`src/hw/rtl/handle_table_with_fifo_id_recycling_assert.svh`:
```
// Assertion macros shared by the handle table modules.
// Each macro expects signals named clk and rst_n in the module that uses it.
`ifndef HANDLE_TABLE_WITH_FIFO_ID_RECYCLING_ASSERT_SVH
`define HANDLE_TABLE_WITH_FIFO_ID_RECYCLING_ASSERT_SVH

// The consequent must hold in the same cycle as the antecedent.
`define HTFR_ASSERT_NOW(name, ante, cons, msg) \
    name: assert property (@(posedge clk) disable iff (!rst_n) (ante) |-> (cons)) \
        else $error(msg);

// The consequent must hold in the cycle after the antecedent.
`define HTFR_ASSERT_NEXT(name, ante, cons, msg) \
    name: assert property (@(posedge clk) disable iff (!rst_n) (ante) |=> (cons)) \
        else $error(msg);

`endif

```
`src/hw/rtl/htfr_pkg.sv`:
```
package htfr_pkg;

    // Field widths of the request and response transfers.
    localparam int CMD_W  = 2;
    localparam int SID_W  = 16;
    localparam int HIN_W  = 32;
    localparam int AID_W  = 8;
    localparam int HOUT_W = 32;

    localparam int DEF_CAPACITY    = 256;
    localparam int DEF_HANDLE_BITS = 32;

    typedef enum logic [CMD_W-1:0] {
        OP_INSERT  = 2'd0,
        OP_ACCESS  = 2'd1,
        OP_DESTROY = 2'd2,
        OP_NOP     = 2'd3
    } op_t;

    typedef enum logic [1:0] {
        RS_OK    = 2'd0,
        RS_FULL  = 2'd1,
        RS_RANGE = 2'd2,
        RS_EMPTY = 2'd3
    } rs_t;

    // Commands from the controller to the datapath.
    typedef struct packed {
        logic clear_step;
        logic capture;
        logic execute;
    } ctl_cmd_t;

    // Status from the datapath to the controller.
    typedef struct packed {
        logic clear_last;
        logic out_room;
    } ctl_stat_t;

endpackage

```
`src/hw/rtl/htfr_ctrl.sv`:
```
`include "handle_table_with_fifo_id_recycling_assert.svh"

module htfr_ctrl (
    input  logic                clk,
    input  logic                rst_n,
    input  logic                req_valid,
    output logic                req_ready,
    input  htfr_pkg::ctl_stat_t stat,
    output htfr_pkg::ctl_cmd_t  cmd
);

    typedef enum logic [2:0] {
        ST_CLEAR = 3'b001,
        ST_IDLE  = 3'b010,
        ST_EXEC  = 3'b100
    } ctl_state_t;

    ctl_state_t state_reg;
    ctl_state_t state_next;

    always_comb
    begin
        state_next     = state_reg;
        req_ready      = 1'b0;
        cmd.clear_step = 1'b0;
        cmd.capture    = 1'b0;
        cmd.execute    = 1'b0;
        unique case (state_reg)
            ST_CLEAR:
            begin
                cmd.clear_step = 1'b1;
                if (stat.clear_last)
                begin
                    state_next = ST_IDLE;
                end
            end
            ST_IDLE:
            begin
                req_ready = 1'b1;
                if (req_valid)
                begin
                    cmd.capture = 1'b1;
                    state_next  = ST_EXEC;
                end
            end
            ST_EXEC:
            begin
                // Wait here until the response register can take the result.
                if (stat.out_room)
                begin
                    cmd.execute = 1'b1;
                    state_next  = ST_IDLE;
                end
            end
            default:
            begin
                state_next = ST_IDLE;
            end
        endcase
    end

    always_ff @(posedge clk or negedge rst_n)
    begin
        if (!rst_n)
        begin
            state_reg <= ST_CLEAR;
        end
        else
        begin
            state_reg <= state_next;
        end
    end

    `HTFR_ASSERT_NEXT(a_capture_to_exec, cmd.capture, state_reg == ST_EXEC,
                      "capture did not lead to execute state")
    `HTFR_ASSERT_NEXT(a_execute_to_idle, cmd.execute, state_reg == ST_IDLE,
                      "execute did not return to idle")
    `HTFR_ASSERT_NEXT(a_exec_holds, (state_reg == ST_EXEC) && !stat.out_room,
                      state_reg == ST_EXEC, "left execute state without room for result")

endmodule

```
`config.mk`:
```
export PLATFORM = sky130hd
export DESIGN_NAME = htfr_ctrl
export DESIGN_NICKNAME = d
export VERILOG_FILES = /design/src/hw/rtl/htfr_pkg.sv /design/src/hw/rtl/htfr_ctrl.sv
export VERILOG_INCLUDE_DIRS = /design/src /design/src/hw/rtl
export SDC_FILE = /design/constraint.sdc
export NUM_CORES = 1
export LEC_CHECK = 0
export BUFFER_PORTS_ARGS = -buffer_cell sky130_fd_sc_hd__buf_2
export CAP_MARGIN = 20
export CORE_AREA = 5 5 42 44
export CTS_BUF_LIST = sky130_fd_sc_hd__clkbuf_8 sky130_fd_sc_hd__clkbuf_16
export CTS_CLUSTER_DIAMETER = 120
export DETAILED_ROUTE_END_ITERATION = 10
export DIE_AREA = 0 0 47 49
export SLEW_MARGIN = 20
export SYNTH_ARGS = -nofsm -noshare
export SYNTH_HDL_FRONTEND = slang
export SYNTH_SLANG_ARGS = --single-unit
```
`constraint.sdc`:
```
create_clock -name clk -period 1.1 [get_ports clk]
set_input_delay 0 -clock clk [delete_from_list [all_inputs] [get_ports clk]]
set_output_delay 0 -clock clk [all_outputs]
set_load 0.05 [all_outputs]
```
==> summary.md, run 1 <==
| Metric | Value |
|---|---|
| Clock latency on the worst-skew pair | `0.21 ns` |
| Sw frac | `0.3209` |
| Hold crit path type | `primary input to flop` |
| Total GRT Usage | `0.06268` |
| Hold path cells | `3` |
| CTS root buffer | `clkbuf_8` |
| Post-synth top area share | `0.3175` |
| Peak supply drop | `slightly above 0.9 mV` |
| Worst Path Class, Setup | `flop to primary output` |
| Max FO, Critical Path | `6` |
| Starting Density | `0.1125` |
| Worst Slack Setup Final | `-0.07279 ns` |
| Post-synthesis mux area share | `0` |
| Outcome | `finished with violations` |
| Startpoint types | `flop` |
| Adder-cell share of the synthesized area | `0` |
| Sequential Power Share | `0.221` |
| Pre-CTS WS | `-0.05725 ns` |
| Initial antenna violation count | `0` |
| Post-synthesis simple-gate area fraction | `0.4841` |
| Pwr per Cell Area | `1991 nW/µm²` |
| R2R setup slack | `-0.03 ns` |
| First-pass GRT wire length | `approximately 910 µm` |
| Top post-synthesis cells by area | `dfrtp_1 (32%), dfstp_2 (17%), nor4b_1 (11%)` |
| Clock buffer count from CTS | `3` |
| Pint | `approximately 550 µW` |
| Worst-path clk slew | `about 0.03 ns` |
| Crit path max-delay family | `flip-flops` |
| Synth Net Count | `18` |
| Final nets | `37` |
| Drt wl/cell | `11.45 µm` |
| Final period util | `1.066` |
| CP Data Required Time | `between 1 and 1.5 ns` |
| Post-Route WL | `roughly 540 µm` |
| Least-Margin Pin Slew | `approximately 0.27 ns` |
| Combinational power share | `0.403` |
| Slowest cell on crit path | `dfrtp_2` |
| Hold Path Sink | `state_reg[2]` |
| Main combinational cell family by area after synthesis | `simple AND/OR/NAND/NOR gates` |
| Final Slew Violations | `0` |
| H-tree depth | `1` |
| Final Cell Area | `405.4 µm²` |
| Final setup viols | `4` |
| First-pass iteration count of the detailed router | `2` |
| Reg2reg end | `state_reg[1]` |
| Core Area | `approximately 1400 µm²` |
| Largest net degree at the start of global routing | `9` |
| Largest register FFs | `3` |
| Die Area | `about 2300 µm²` |
| Post-synthesis compound-gate area fraction | `0.03175` |
| Vias per inst | `approximately 4.1` |
| Mean Syn Cell Area | `around 12 µm²` |
| Fin. Hold Viols | `0` |
| CP peak stage delay | `0.44 ns` |
| Iter 0 DRT Violations | `1` |
| Max-Cap Viols | `0` |
| XOR/XNOR Fraction of Synth Area | `0` |
| Yosys warnings | `0` |
| FF-to-FF path depth | `3` |
| FP Rows | `14` |
| Post-route DRC | `0` |
| Post-synth top flop | `dfrtp_1` |
| Number of global-route vias before repair | `184` |
| Syn Std Cell Area | `about 160 µm²` |
| Net switching power | `259.0 µW` |
| RSZ-0062 raised after global routing | `yes` |
| Leakage | `~0.16 nW` |
| Die Wd | `between 40 and 50 µm` |
| Hold slack | `0.06903 ns` |
| Top cells by count, synth | `dfrtp_1 (2), nor3b_1 (2), nor4b_1 (2)` |
| Clk_skew | `0.001223 ns` |
| Die height | `about 49 µm` |
| Rel. slew slack | `0.8145` |
| Synthesis-stage register bit count | `3` |
| CP cell instances | `and4bb_4 -> buf_8` |
| Sequential share of the synthesized area | `0.4841` |
| Max Fclk | `about 0.85 GHz` |
| Mapped Cells | `13` |
| Fin crit period | `1.173 ns` |
| Placed Area | `roughly 270 µm²` |
| Crit path buf inv count | `1` |
| CTS tree | `done` |
| Clock share of power | `0.376` |
| Final ANT Viol Nets | `0` |
| CP arrival | `roughly 1.2 ns` |
| P&R area growth vs syn | `157.1%` |
| Hold path start | `req_valid` |
| Violated checks | `negative setup slack` |
| Layout cells sized above 1 | `0.7419` |
| Asr flop ratio synth | `1.000` |
| TritonCTS Sinks | `3` |
| Area leader, netlist | `dfrtp_1` |
| Port buffer count | `8` |
| CTS Buffer Depth | `2` |
| Yosys cell types | `10` |
| EDFF count, synth | `0` |
| Grt ovf | `0` |
| Worst Setup End Kind | `primary output` |
| Ports | `9` |
| R2R Path Start | `state_reg[1]` |
| # diodes | `0` |
| Placer Congestion | `just under 0.7` |
| DR vias | `191` |
[power by group through the flow]
stage / Clock (mW) / Sequential, mW / Combinational [mW]
2_1_floorplan: 0 / 0.173 / 0.157
3_3_place_gp: 0 / 0.180 / 0.210
3_5_place_dp: 0 / 0.181 / 0.211
4_1_cts: 0.318 / 0.187 / 0.264
5_1_grt: 0.337 / 0.182 / 0.341
6_report: 0.303 / 0.179 / 0.325
[cells by family (layout without fill, tap and decap cells)]
kind of cell    count (synthesis)  after routing
buf+inv                         0             18
compound gates                  1              1
flops                           3              3
simple gates                    9              9
[per-layer routing]
layer  GRT usage  wire length (µm)  up-vias
met2     0.05882               203       12
li1            -                 -       88
met4     0.04147                 8        0
met1     0.07253               227       89
met3     0.07749                97        2
met5           0                 0        -
[layout by cell type (no fill, tap or decap), types with 2 or more instances in the layout]
master         instances
dlygate4sd3_1          2
clkbuf_8               3
dfrtp_2                2
buf_2                  4
buf_6                  5
[worst min-delay path: cells and delay by family]
| kind | cells | cell delay, ns |
|---|---|---|
| simple gates | 1 | 0.07 |
| compound gates | 1 | 0.06 |
| buf+inv | 1 | 0.11 |
[what timing repair did]
item	in CTS	in global routing
setup buffers	0	2
setup endpoints to repair	7	6
hold buffers	2	0
pin swaps	2	3
endpoints found under the hold margin	4	0
gates resized for setup	13	0
[layout make-up]
cell class              instances  area (µm²)
clock buffers                   3       41.29
multi-input cells              10       122.6
well taps                      16       20.02
fillers                       157       996.0
flip-flops and latches          3       78.83
clock inverters                 1       3.754
repair buffers                 14       138.9
[worst max path at each step]
stage,startpoint,slack [ns],to,cells past startpoint
floorplan,state_reg[1],-0.11,req_ready,1
global placement,state_reg[1],0.002,state_reg[2],2
detailed placement,state_reg[0],-0.06,state_reg[1],2
CTS,state_reg[0],-0.11,cmd[0],3
global route,state_reg[0],-0.14,cmd[0],3
finish,state_reg[2],-0.07,cmd[1],2
[metrics by stage]
| step | power [mW] | setup TNS (ns) | instances | utilization |
|---|---|---|---|---|
| final | 0.8072 | -0.2322 | 47 | 0.2893 |
| after global routing | 0.8602 | -0.5203 | 47 | 0.2893 |
| after CTS | 0.7688 | -0.2970 | 45 | 0.2696 |
| after detailed placement | 0.3919 | -0.05725 | 39 | 0.1920 |
| after global placement | 0.3896 | 0 | 39 | 0.1920 |
| after floorplan | 0.3306 | -0.1871 | 13 | - |
Power figures use the tool's default switching activity.
==> run 2, diff against run 1 <==
BUFFER_PORTS_ARGS = unset   (was -buffer_cell sky130_fd_sc_hd__buf_2)
DONT_BUFFER_PORTS = 1   (was unset)
RECOVER_POWER = 25   (was unset)
==> summary.md, run 2 (synthesis results as in run 1) <==
| Metric | Value |
|---|---|
| CP cell instances | `buf_6 -> nor3b_4 -> buf_12` |
| Placed Area | `299.0 µm² (+11%)` |
| Vias per inst | `4.327 (+6.5%)` |
| Iter 0 DRT Violations | `0 (-1)` |
| Final period util | `1.139 (+0.07291)` |
| Pwr Total | `830.9 µW (+2.9%)` |
| Non-Filler Instances | `49 (+4.3%)` |
| Layout cells sized above 1 | `0.7576 (+0.01564)` |
| Worst-path clk slew | `0.03 ns (about the same)` |
| Max-Cap Viols | `0 (unchanged)` |
| DR vias | `212 (+11%)` |
| Clk_skew | `0.001272 ns (+0.00004934 ns)` |
| Final nets | `39 (+5.4%)` |
| Leakage | `0.1781 nW (+9.9%)` |
| Least-Margin Pin Slew | `0.3381 ns (+0.06377 ns)` |
| Crit path buf inv count | `2 (+1)` |
| Post-Route WL | `758 µm (+41%)` |
| Starting Density | `0.1125 (unchanged)` |
| Setup TNS | `-0.5227 ns (-0.2905 ns)` |
| Final Slew Violations | `0 (unchanged)` |
| H-tree depth | `1 (unchanged)` |
| Fill cell count | `151 (-3.8%)` |
| Port buffer count | `0 (-8)` |
| Violated checks | `negative setup slack` |
| Core Area | `1401 µm² (unchanged)` |
| CP peak stage delay | `0.57 ns (+0.13 ns)` |
| Final ANT Viol Nets | `0 (unchanged)` |
| CTS root buffer | `clkbuf_8` |
| R2R setup slack | `-0.08 ns (-0.05 ns)` |
| Fin crit period | `1.253 ns (+0.08020 ns)` |
| CP Data Required Time | `1.10 ns (about the same)` |
| Worst Slack Setup Final | `-0.1530 ns (-0.08020 ns)` |
| P&R area growth vs syn | `192.1%` |
| Largest register FFs | `3 (unchanged)` |
| Largest net degree at the start of global routing | `8 (-1)` |
| Max Fclk | `0.7981 GHz (-6.4%)` |
| CP arrival | `1.25 ns (+0.08 ns)` |
| Commonest non-fill, non-tap cells in the layout | `buf_4 (6), dlygate4sd3_1 (5), clkbuf_8 (3)` |
| Startpoint types | `flop` |
| Pre-CTS WS | `-0.08112 ns (-0.02386 ns)` |
| First-pass GRT wire length | `1138 µm (+25%)` |
| Final core occ | `0.3286 (+0.03929)` |
| Drt wl/cell | `15.47 µm (+35%)` |
| FP Rows | `14 (unchanged)` |
| Placed cells | `37 (-5.1%)` |
| Hold crit path type | `primary input to asynchronous set/reset pin` |
| Grt ovf | `0 (unchanged)` |
| Rel. slew slack | `0.7740 (-0.04053)` |
| Clock buffer count from CTS | `3 (unchanged)` |
| Worst Path Class, Setup | `flop to primary output` |
| Die Area | `2303 µm² (unchanged)` |
| Number of global-route vias before repair | `253 (+38%)` |
| Initial antenna violation count | `0 (unchanged)` |
| Die Wd | `47 µm (unchanged)` |
| TritonCTS Sinks | `3 (unchanged)` |
| Pwr per Cell Area | `1805 nW/µm² (-9.4%)` |
| Peak supply drop | `0.3690 mV (-60%)` |
| Commonest non-fill, non-tap cell in the layout | `buf_4` |
| Detailed placement HPWL | `between 400 and 500 µm` |
| RSZ-0062 raised after global routing | `yes` |
| Placer Congestion | `0.7826 (+14%)` |
| Post-route DRC | `0 (unchanged)` |
| First-pass iteration count of the detailed router | `1 (-1)` |
| Worst Setup End Kind | `primary output` |
| Outcome | `finished with violations` |
| # diodes | `0 (unchanged)` |
| Slowest cell on crit path | `dfstp_2` |
| CTS tree | `done` |
| Clock latency on the worst-skew pair | `0.22 ns (about the same)` |
| Crit path max-delay family | `flip-flops` |
| Ports | `9 (unchanged)` |
| Final setup viols | `5 (+1)` |
| Max FO, Critical Path | `5 (-1)` |
| Final Cell Area | `460.4 µm² (+14%)` |
| Hold slack | `0.04504 ns (-0.02399 ns)` |
| Fin. Hold Viols | `0 (unchanged)` |
| Total GRT Usage | `0.08028 (+0.01761)` |
| CTS Buffer Depth | `2 (unchanged)` |
| Die height | `49 µm (unchanged)` |
==> run 2: changes by cell type in the layout (fill, tap and decap cells not counted) <==
cell,previous run,this run
buf_4,1,6
buf_2,4,0
buf_6,5,2
dlygate4sd3_1,2,5
a21oi_1,1,0
a21oi_2,0,1
buf_12,1,2
nor3_1,1,0
nor3_2,0,1
nor3b_2,1,0
nor3b_4,1,2
nor4b_1,1,0
nor4b_2,1,2
==> run 2: worst paths after layout <==
check	startpoint	depth (start not counted)	end
worst min-delay path	rst_n	1	state_reg[2]
worst max register to register	state_reg[1]	3	state_reg[1]
worst max-delay path	state_reg[0]	3	cmd[2]
worst min register to register	state_reg[2]	1	state_reg[0]
min in group clk	req_valid	2	state_reg[1]
max in group asynchronous	rst_n	1	state_reg[0]
==> run 2: metal layers <==
layer	vias up	GRT usage	wire length, µm
met5	-	0	0
met4	0	0.08295	25
met3	4	0.05904	80
met2	11	0.1109	398
met1	105	0.06813	254
li1	92	-	-
==> run 2: area by class of cell <==
cell class                 instances  area, µm²  area share
clock inverter                     1      3.754    0.008152
multi-input combinational         10      143.9      0.3125
clock buffer                       3      41.29     0.08967
tap                               16      20.02     0.04348
sequential                         3      78.83      0.1712
timing repair buffer              16      172.7      0.3750
==> run 2: repair_timing <==
action / CTS / global route
pin swaps: 1 / 0
endpoints found under the setup margin: 6 / 6
gates resized for setup: 6 / 4
buffers inserted: 2 / 1
hold endpoints to repair: 5 / 1
hold buffers: 4 / 1
==> run 2: power by group <==
part           total (mW)  internal [mW]  switching (mW)  leakage (nW)
clock network       0.312          0.238          0.0746        0.0269
logic               0.352          0.178           0.174         0.120
registers           0.167          0.134          0.0333        0.0315
total               0.831          0.549           0.282         0.178
